### config.mk
export PLATFORM = sky130hd
export DESIGN_NAME = jpwt_col_cell
export DESIGN_NICKNAME = d
export VERILOG_FILES = /design/src/jpwt_pkg.sv /design/src/jpwt_col_cell.sv
export SDC_FILE = /design/constraint.sdc
export NUM_CORES = 1
export LEC_CHECK = 0
export ABC_AREA = 1
export BUFFER_PORTS_ARGS = -buffer_cell sky130_fd_sc_hd__buf_2
export CAP_MARGIN = 40
export CORE_MARGIN = 5
export CORE_UTILIZATION = 40
export CTS_BUF_LIST = sky130_fd_sc_hd__clkbuf_4
export DETAILED_ROUTE_END_ITERATION = 6
export HOLD_SLACK_MARGIN = 0.02
export PLACE_DENSITY = 0.66
export SYNTH_ARGS = -nofsm -noshare
export SYNTH_HDL_FRONTEND = slang
export SYNTH_SLANG_ARGS = --single-unit
### constraint.sdc
create_clock -name clk -period 2.14 [get_ports clk]
set_input_delay 0.428 -clock clk [delete_from_list [all_inputs] [get_ports clk]]
set_output_delay 0.428 -clock clk [all_outputs]
set_load 0.1 [all_outputs]
### src/jpwt_pkg.sv
// Shared types, constants and register codes for the patch window trigger.
// No dependencies; used by every module in src.
`default_nettype none
package jpwt_pkg;
	localparam int GRID_ROWS     = 32;
	localparam int GRID_COLS     = 32;
	localparam int WINDOW_STRIDE = 4;
	localparam int ADC_BITS      = 12;
	localparam int MAX_PATCHES   = 49;
	localparam int SUM_MAX       = 1048575;

	localparam int ROW_W  = $clog2(GRID_ROWS);
	localparam int COL_AW = $clog2(GRID_COLS);
	localparam int ROW_BITS = GRID_COLS * ADC_BITS;
	// column sum over up to 16 rows, window sum over up to 16 columns
	localparam int COL_W  = ADC_BITS + 4;
	localparam int WIN_W  = (ADC_BITS + 8 > 21) ? ADC_BITS + 8 : 21;
	localparam int PH_W   = (WINDOW_STRIDE > 1) ? $clog2(WINDOW_STRIDE) : 1;
	localparam int CFG_W  = 20;

	typedef enum logic [2:0] {
		REG_THRESHOLD_HIGH = 3'd0,
		REG_THRESHOLD_LOW  = 3'd1,
		REG_HIGH_BIT_POS   = 3'd2,
		REG_LOW_BIT_POS    = 3'd3,
		REG_WINDOW_MODE    = 3'd4
	} reg_index_t;

	typedef enum logic [2:0] {
		ST_CLEAR,
		ST_IDLE,
		ST_ACC,
		ST_SHIFT,
		ST_COUNT
	} state_t;

	typedef struct packed {
		logic        action;
		logic [4:0]  cell_row;
		logic [4:0]  cell_col;
		logic [11:0] adc_value;
	} in_word_t;

	typedef struct packed {
		logic [4:0]  patch_col;
		logic [4:0]  patch_row;
		logic [19:0] window_sum;
		logic [31:0] trigger_mask;
		logic [4:0]  patch_size;
		logic        is_count_item;
		logic [5:0]  patch_count;
		logic        last;
	} out_word_t;

	typedef struct packed {
		logic clr;
		logic acc;
		logic shift;
	} cell_ctrl_t;
endpackage
`default_nettype wire

### src/jpwt_col_cell.sv
// One column cell: accumulates its column sum over a row band, then shifts
// it toward the head of the chain. Depends on jpwt_pkg.
`default_nettype none
module jpwt_col_cell (
	input  wire logic                          clk,
	input  wire jpwt_pkg::cell_ctrl_t          ctrl,
	input  wire logic [jpwt_pkg::ADC_BITS-1:0] pix,
	input  wire logic [jpwt_pkg::COL_W-1:0]    from_right,
	output logic [jpwt_pkg::COL_W-1:0]         sum
);
	logic [jpwt_pkg::COL_W-1:0] sum_q;

	always_ff @(posedge clk) begin
		if (ctrl.clr) begin
			sum_q <= '0;
		end else if (ctrl.shift) begin
			sum_q <= from_right;
		end else if (ctrl.acc) begin
			sum_q <= sum_q + jpwt_pkg::COL_W'(pix);
		end
	end

	assign sum = sum_q;
endmodule
`default_nettype wire

==> out/metrics.csv, run 1 <==
stage,metric,value,unit
status,outcome,"finished, final reports clean",
drt,wire length per cell,11.5,µm
cells_and_area,max reg flops,16,
cells_and_area,layout net count,331,
yosys,xor/xnor share of the synthesized area,1.20,%
yosys,post-synthesis compound-gate area fraction,15.6,%
setup_path,Setup CP Type,register to register,
setup_path,R2R Path Start,sum[0],
cells_and_area,n_diodes,0,
drt,Remaining DRCs,0,
clocking,# hold bufs at CTS,0,
global_route,largest net degree at the start of global routing,19,
cells_and_area,area grow syn2layout,21.2,%
worst_hold_path,hold path start,from_right[4],
floorplan,Die Ht,70.4,µm
setup_path,startpoint types,register,
sta,"Setup violations, final",0,
yosys,syn avg cell area,6.12,µm²
worst_hold_path,HP Class,primary input to register,
drt,initial drt markers,112,
global_route,met3 GRT Util,2.16,%
global_route,global routing met2 resource utilization,24.6,%
setup_path,WP depth,9,
sta,Post-Route Setup TNS,0,ps
global_route,GRT overflow,0,
sta,final worst slack,330,ps
clocking,clk sinks,16,
sta,final hold violation count,0,
job,maxcap violations,0,
yosys,sequential fraction of the synthesis area,22.0,%
global_route,busiest grt layer,met2,
power_and_ir_drop,Power Density,558,nW/µm²
clocking,H-Tree Level Count,1,
clocking,clock-pin transition on the worst setup and hold timing paths,100,ps
yosys,Synth Area in Adders,11.7,%
setup_path,flop2flop setup slack,330,ps
global_route,global-route wire length before repair,6400,µm
sta,Fmax,552,MHz
cells_and_area,layout cells sized above 1,23.6,%
setup_path,crit path capture,sum[6],
clocking,Clock Latency Late Sink,290,ps
yosys,Synth cell types,30,
yosys,Synth Register Bits,16,
global_route,initial antenna violation count,0,
floorplan,num rows,22,
floorplan,die area,4950,µm²
yosys,Post-Syn Nets,283,
sta,Final Skew,4.47,ps
yosys,Post-synth EDFFs,0,
setup_path,"slowest stage cell, crit path",fa_1,
setup_path,R2R Path End,sum[6],
floorplan,# IOs,48,
cells_and_area,Finished Core Util,49.0,%
yosys,multiplexer area fraction after synthesis,0,%
yosys,total number of yosys warnings,0,
clocking,Post-CTS Setup Bufs,0,
cells_and_area,final instance area,1770,µm²
yosys,Post-Synth Simple-Gate Area,38.6,%
setup_path,critical-path cell list,ha_1 > fa_1 > nand2_1 > nand2_1 > nand3b_1 > nand2_1 > or2_2 > nand3_1 > a21oi_1,
setup_path,family with the most delay on the worst path,simple AND/OR/NAND/NOR gates,
drt,vias per cell,4.80,
floorplan,Initial Utilization,40.4,%
sta,Slew @ Worst Pin,490,ps
place,gpl congestion,0.846,
setup_path,"Arr. time, crit path",1980,ps
floorplan,core area,3610,µm²
sta,Final Max Tran Viols,0,
sta,Final period util,84.6,%
sta,relative slew slack,67.6,%
drt,total wire length,3820,µm
power_and_ir_drop,Leak,0.974,nW
global_route,met1 Use GR,21.9,%
drt,first drt pass iteration count,4,
yosys,Mapped Area,1460,µm²
place,Buffers on Ports,47,
yosys,largest family of logic cells by synthesized area,simple AND/OR/NAND/NOR gates,
global_route,number of global-route vias before repair,1431,
yosys,cell count after synthesis,238,
yosys,Synth Flop Type,dfxtp_1,
setup_path,critical path's most frequent cell,nand2_1,
setup_path,WP buf/inv,0,
setup_path,Reg2Reg Depth,9,
cells_and_area,final cell count without fillers,332,
global_route,GRT Total Usage,15.8,%
drt,vias,1595,
place,Setup WS pre-CTS,112,ps
sta,RSZ-0062 raised after global routing,no,
clocking,TritonCTS Buffers,3,
setup_path,Critical path origin,sum[0],
clocking,clock buffer depth,2,
place,placed cell count,329,
drt,post-route ant nets,0,
clocking,clock root cell,clkbuf_4,
setup_path,Critical Path RT,2310,ps
setup_path,Crit. End Element,register,
floorplan,Die Width,70.4,µm
yosys,Async SR Flop Fraction,0,%
clocking,CTS tree,done,
setup_path,delay of the slowest cell on the worst path,400,ps
sta,post-route minimum period,1810,ps
place,DP Wirelength,3020,µm
clocking,CTS resizes,0,
cells_and_area,fill count,384,
setup_path,CP Max Fanout,4,
power_and_ir_drop,Max rail drop VDD,0.252,mV
place,post-place instance area,1740,µm²
[cell families after synthesis]
| family | Yosys count |
|---|---|
| XOR/XNOR | 2 |
| buffers and inverters | 40 |
| adder cells (fa/ha/maj) | 13 |
| AO/OA/AOI/OAI | 37 |
| AND/OR/NAND/NOR | 130 |
| flip-flops | 16 |
[synth_stat cells (2+ instances only)]
cell / number / area, µm²
nand2_1: 84 / 315
inv_1: 34 / 128
a21oi_1: 18 / 90.1
nand3_1: 17 / 85.1
dfxtp_1: 16 / 320
ha_1: 12 / 150
a22oi_1: 11 / 82.6
nor2_1: 11 / 41.3
nand3b_1: 4 / 30.0
a31oi_1: 3 / 18.8
nor3_1: 3 / 15.0
a31o_2: 2 / 17.5
buf_4: 2 / 15.0
clkbuf_1: 2 / 7.51
nand2_2: 2 / 12.5
or2_0: 2 / 12.5
or2_1: 2 / 12.5
[worst min-delay path by stage]
stage / to / depth (start not counted)
after floorplan: sum[2] / 2
after global placement: sum[2] / 2
after detailed placement: sum[3] / 2
after CTS: sum[3] / 3
after global routing: sum[4] / 3
final: sum[4] / 3
[layout make-up]
class / count / area [µm²] / area share, %
Clock buffer: 3 / 22.5 / 1.27
Inverter: 34 / 128 / 7.22
Multi-Input combinational cell: 182 / 978 / 55.4
Sequential cell: 16 / 328 / 18.6
Tap cell: 48 / 60.1 / 3.40
Timing Repair Buffer: 49 / 250 / 14.2
[through the flow]
| step | power [mW] | hold WS [ps] |
|---|---|---|
| finish | 0.985 | 401 |
| global route | 1.05 | 403 |
| CTS | 0.998 | 379 |
| detailed placement | 0.826 | 487 |
| global placement | 0.823 | 485 |
| floorplan | 0.726 | 590 |
[cells in the final DEF (no fill, tap or decap), types with 2 or more instances in the layout]
master / n
a31oi_1: 3
buf_2: 47
a21oi_1: 18
dfxtp_2: 6
nand2_2: 2
nor2_1: 11
nand2_1: 84
clkbuf_4: 3
buf_4: 2
a31o_2: 2
nor3_1: 3
nand3b_1: 4
inv_1: 34
or2_0: 2
dfxtp_1: 10
nand3_1: 17
ha_1: 12
or2_1: 2
a22oi_1: 11
[report_power, final]
| group | switching [mW] | total, mW | internal [mW] |
|---|---|---|---|
| registers | 0.0201 | 0.343 | 0.323 |
| clock network | 0.101 | 0.166 | 0.0654 |
| logic | 0.341 | 0.476 | 0.136 |
| total | 0.462 | 0.985 | 0.524 |
[tightest hold or removal path: cells and delay by family]
kind,cells,cell delay [ps]
and+or+nand+nor,1,50
buffers and inverters,1,90
AOI/OAI and AO/OA,1,70
[routing by layer]
metal / wire, µm / share of wire (%)
met1: 1880 / 49
met4: 34 / 0.89
met2: 1760 / 46
met5: 0 / 0
met3: 146 / 3.8
Power figures use the tool's default switching activity.
==> run 2, diff against run 1 <==
==> constraint.sdc (replaced) <==
create_clock -name clk -period 1.8 [get_ports clk]
set_input_delay 0.36 -clock clk [delete_from_list [all_inputs] [get_ports clk]]
set_output_delay 0.36 -clock clk [all_outputs]
set_load 0.1 [all_outputs]
==> out/metrics.csv, run 2 (synthesis gave the netlist of run 1 again) <==
stage,metric,value,unit
cells_and_area,layout cells sized above 1,30.7,%
clocking,clock buffer depth,2,
power_and_ir_drop,Max rail drop VDD,0.340,mV
setup_path,CP Max Fanout,4,
setup_path,"Arr. time, crit path",1850,ps
global_route,number of global-route vias before repair,1438,
sta,final hold violation count,0,
place,placed cell count,331,
clocking,# hold bufs at CTS,0,
sta,post-route minimum period,1670,ps
setup_path,Crit. End Element,register,
floorplan,# IOs,48,
global_route,GRT overflow,0,
drt,initial drt markers,89,
sta,Final Skew,6.85,ps
sta,Final Max Tran Viols,0,
clocking,CTS tree,done,
cells_and_area,most frequent cells in the layout,"nand2_1 (79), buf_2 (47), inv_1 (34), a21oi_1 (17), nand3_1 (15)",
sta,Final period util,92.6,%
setup_path,Setup CP Type,register to register,
clocking,H-Tree Level Count,1,
drt,vias per cell,4.79,
drt,post-route ant nets,0,
sta,relative slew slack,67.8,%
cells_and_area,layout net count,333,
drt,wire length per cell,11.7,µm
place,gpl congestion,0.838,
place,Buffers on Ports,47,
global_route,initial antenna violation count,0,
floorplan,Die Ht,70.4,µm
setup_path,"slowest stage cell, crit path",dfxtp_4,
place,DP Wirelength,3110,µm
setup_path,startpoint types,register,
status,outcome,"finished, final reports clean",
cells_and_area,final cell count without fillers,335,
worst_hold_path,HP Class,primary input to register,
setup_path,WP buf/inv,0,
cells_and_area,"most common cell after layout, fill and taps aside",nand2_1,
clocking,clk sinks,16,
cells_and_area,n_diodes,0,
cells_and_area,fill count,399,
floorplan,Die Width,70.4,µm
clocking,Post-CTS Setup Bufs,0,
drt,first drt pass iteration count,4,
drt,total wire length,3910,µm
clocking,TritonCTS Buffers,3,
sta,"Setup violations, final",0,
cells_and_area,Multi-input gate area,1020,µm²
floorplan,die area,4950,µm²
setup_path,flop2flop setup slack,130,ps
floorplan,num rows,22,
job,maxcap violations,0,
power_and_ir_drop,Leak,0.990,nW
drt,vias,1604,
drt,Remaining DRCs,0,
global_route,largest net degree at the start of global routing,17,
sta,Fmax,600,MHz
clocking,Clock Latency Late Sink,300,ps
cells_and_area,max reg flops,16,
cells_and_area,area grow syn2layout,27.1,%
power_and_ir_drop,Power Density,653,nW/µm²
floorplan,Initial Utilization,40.4,%
floorplan,core area,3610,µm²
cells_and_area,Finished Core Util,51.4,%
clocking,clock root cell,clkbuf_4,
cells_and_area,storage element area,352,µm²
setup_path,family with the most delay on the worst path,simple AND/OR/NAND/NOR gates,
setup_path,delay of the slowest cell on the worst path,380,ps
setup_path,critical path's most frequent cell,nand2_2,
clocking,clock-pin transition on the worst setup and hold timing paths,110,ps
power_and_ir_drop,Tot Pwr,1.21,mW
setup_path,Critical Path RT,1990,ps
setup_path,critical-path cell list,ha_4 > fa_2 > nand2_2 > nand2_2 > nand3b_1 > nand2_2 > or2_4 > nand3_2 > a21oi_1,
sta,Slew @ Worst Pin,486,ps
global_route,global-route wire length before repair,6420,µm
global_route,GRT Total Usage,15.8,%
==> run 2: changes by cell type in the layout (fill, tap and decap cells not counted), sizes merged <==
| cell | previous run | this run |
|---|---|---|
| buf | 49 | 51 |
| clkinv | 0 | 1 |
==> run 2: report_power, final <==
part | internal [mW] | switching (mW)
logic | 0.173 | 0.412
clock network | 0.0808 | 0.134
registers | 0.384 | 0.0255
==> run 2: stage by stage <==
step,hold WS [ps],area (µm²),setup WS [ps],TNS (ps)
floorplan,519,1490,-18.9,-18.9
global placement,485,1790,-61.2,-61.2
detailed placement,490,1790,-121,-221
CTS,300,1810,14.0,0
global route,313,1850,-9.99,-9.99
finish,309,1850,133,0
==> run 2: repair_timing <==
item	4_1_cts	5_1_grt
gates resized for setup	1	10
hold endpoints to repair	0	0
pin swaps	0	0
setup endpoints to repair	1	5
gates cloned	0	0
==> run 2: layout make-up <==
class,instances,share of cell area (%)
clock buffer,3,1.22
clock inverter,1,0.203
tap,48,3.24
sequential,16,19.0
inverter,34,6.89
multi-input combinational,182,55.2
timing repair buffer,51,14.3
==> run 2: per-layer routing <==
metal	wire length [µm]	share of wire, %	up-vias	GRT usage [%]
met3	212	5.4	4	2.30
met1	1870	48	693	21.3
met2	1780	45	37	25.8
met5	0	0	-	0
li1	-	-	870	-
met4	46	1.2	0	4.47
==> run 2: final timing paths <==
kind	start	endpoint	cells after the start
max	sum[0]	sum[6]	9
min	from_right[3]	sum[3]	3
max reg2reg	sum[0]	sum[6]	9
min reg2reg	sum[4]	sum[4]	2
==> run 2: worst register-to-register path, cell delays in order (launching register included) <==
cell	delay [ps]
dfxtp_4	380
ha_4	160
fa_2	350
nand2_2	80
nand2_2	60
nand3b_1	100
nand2_2	90
or2_4	240
nand3_2	60
a21oi_1	50
==> run 3, diff against run 2 <==
--- a/config.mk
+++ b/config.mk
@@ -14,6 +14,7 @@
 export DETAILED_ROUTE_END_ITERATION = 6
 export HOLD_SLACK_MARGIN = 0.02
 export PLACE_DENSITY = 0.66
+export RECOVER_POWER = 25
 export SYNTH_ARGS = -nofsm -noshare
 export SYNTH_HDL_FRONTEND = slang
 export SYNTH_SLANG_ARGS = --single-unit
==> out/metrics.csv, run 3 (synthesis gave the netlist of run 1 again) <==
stage,metric,value,unit
global_route,largest net degree at the start of global routing,17,
setup_path,"Arr. time, crit path",1850,ps
floorplan,die area,4950,µm²
sta,Final period util,92.6,%
sta,Fmax,600,MHz
clocking,CTS tree,done,
worst_hold_path,hold path start,from_right[3],
sta,Final Skew,7.17,ps
drt,total wire length,3910,µm
clocking,clock buffer depth,2,
floorplan,core area,3610,µm²
setup_path,Critical Path RT,1990,ps
floorplan,Die Width,70.4,µm
place,post-place instance area,1790,µm²
drt,vias,1611,
drt,Remaining DRCs,0,
clocking,clk sinks,16,
setup_path,Critical path origin,sum[0],
setup_path,Crit. End Element,register,
cells_and_area,area grow syn2layout,26.8,%
setup_path,R2R Path Start,sum[0],
global_route,global-route wire length before repair,6420,µm
power_and_ir_drop,Leak,0.986,nW
drt,wire length per cell,11.7,µm
job,maxcap violations,0,
cells_and_area,layout net count,333,
worst_hold_path,HP Class,primary input to register,
sta,Final Max Tran Viols,0,
cells_and_area,layout cells sized above 1,30.7,%
cells_and_area,fill count,399,
cells_and_area,"most common cell after layout, fill and taps aside",nand2_1,
cells_and_area,most frequent cells in the layout,"nand2_1 (79), buf_2 (41), inv_1 (34), a21oi_1 (17), nand3_1 (15)",
sta,post-route minimum period,1670,ps
cells_and_area,final instance area,1850,µm²
place,DP Wirelength,3110,µm
floorplan,Initial Utilization,40.4,%
power_and_ir_drop,Power Density,654,nW/µm²
place,Buffers on Ports,47,
drt,post-route ant nets,0,
cells_and_area,max reg flops,16,
clocking,Clock Latency Late Sink,300,ps
drt,first drt pass iteration count,4,
floorplan,# IOs,48,
global_route,GRT Total Usage,15.8,%
place,Setup WS pre-CTS,-121,ps
sta,"Setup violations, final",0,
setup_path,Setup CP Type,register to register,
clocking,TritonCTS Buffers,3,
drt,vias per cell,4.81,
floorplan,num rows,22,
clocking,clock-pin transition on the worst setup and hold timing paths,110,ps
clocking,# hold bufs at CTS,0,
status,outcome,"finished, final reports clean",
floorplan,Die Ht,70.4,µm
setup_path,startpoint types,register,
drt,initial drt markers,89,
power_and_ir_drop,Max rail drop VDD,0.340,mV
cells_and_area,n_diodes,0,
sta,worst hold-check slack,309,ps
place,gpl congestion,0.838,
cells_and_area,Finished Core Util,51.2,%
sta,final worst slack,133,ps
power_and_ir_drop,Tot Pwr,1.21,mW
global_route,GRT overflow,0,
global_route,number of global-route vias before repair,1438,
clocking,H-Tree Level Count,1,
sta,Slew @ Worst Pin,710,ps
clocking,clock root cell,clkbuf_4,
sta,final hold violation count,0,
sta,relative slew slack,52.6,%
global_route,initial antenna violation count,0,
setup_path,CP Max Fanout,4,
-- run 3: cell count changes in the layout (fill, tap and decap cells not counted), sizes merged --
cell,before,now
buf,51,45
clkbuf,3,9
-- run 3: timing repair --
| action | in CTS | in global routing |
|---|---|---|
| setup buffers | 0 | 0 |
| setup endpoints to repair | 1 | 5 |
| gates resized for setup | 1 | 10 |
-- run 3: final timing paths --
| check | endpoint | slack [ps] | cells past startpoint |
|---|---|---|---|
| worst max-delay path | sum[6] | 130 | 9 |
| worst min-delay path | sum[3] | 310 | 3 |
| worst max register to register | sum[6] | 130 | 9 |
| worst min register to register | sum[4] | 510 | 2 |
-- run 3: cell type report --
type / instances / area, µm² / share of cell area, %
Inverter: 34 / 128 / 6.91
Clock inverter: 1 / 3.75 / 0.203
Tap cell: 48 / 60.1 / 3.25
Clock buffer: 3 / 22.5 / 1.22
Sequential cell: 16 / 352 / 19.0
Timing Repair Buffer: 51 / 265 / 14.4
Multi-Input combinational cell: 182 / 1020 / 55.0
-- run 3: per-layer routing --
metal	track usage (%)	vias to the layer above	share of wire (%)	wire length, µm
met4	4.47	0	1.2	46
met2	25.8	35	45	1780
met1	21.3	701	48	1880
li1	-	871	-	-
met3	2.30	4	5.2	205
met5	0	-	0	0
-- run 3: critical path, stage by stage, from the launching register on --
cell	delay (ps)
dfxtp_4	380
ha_4	160
fa_2	350
nand2_2	80
nand2_2	60
nand3b_1	100
nand2_2	90
or2_4	240
nand3_2	50
a21oi_1	50
-- run 3: per-stage QoR --
| step | instances | setup TNS, ps |
|---|---|---|
| detailed placement | 331 | -221 |
| CTS | 335 | 0 |
| floorplan | 238 | -18.9 |
| finish | 335 | 0 |
| global route | 335 | -9.99 |
| global placement | 331 | -61.2 |
-- run 3: report_power, final --
group / leakage, nW / switching [mW] / internal (mW)
clock network: 0.0154 / 0.135 / 0.0808
logic: 0.832 / 0.411 / 0.172
registers: 0.139 / 0.0258 / 0.384
total: 0.986 / 0.572 / 0.637
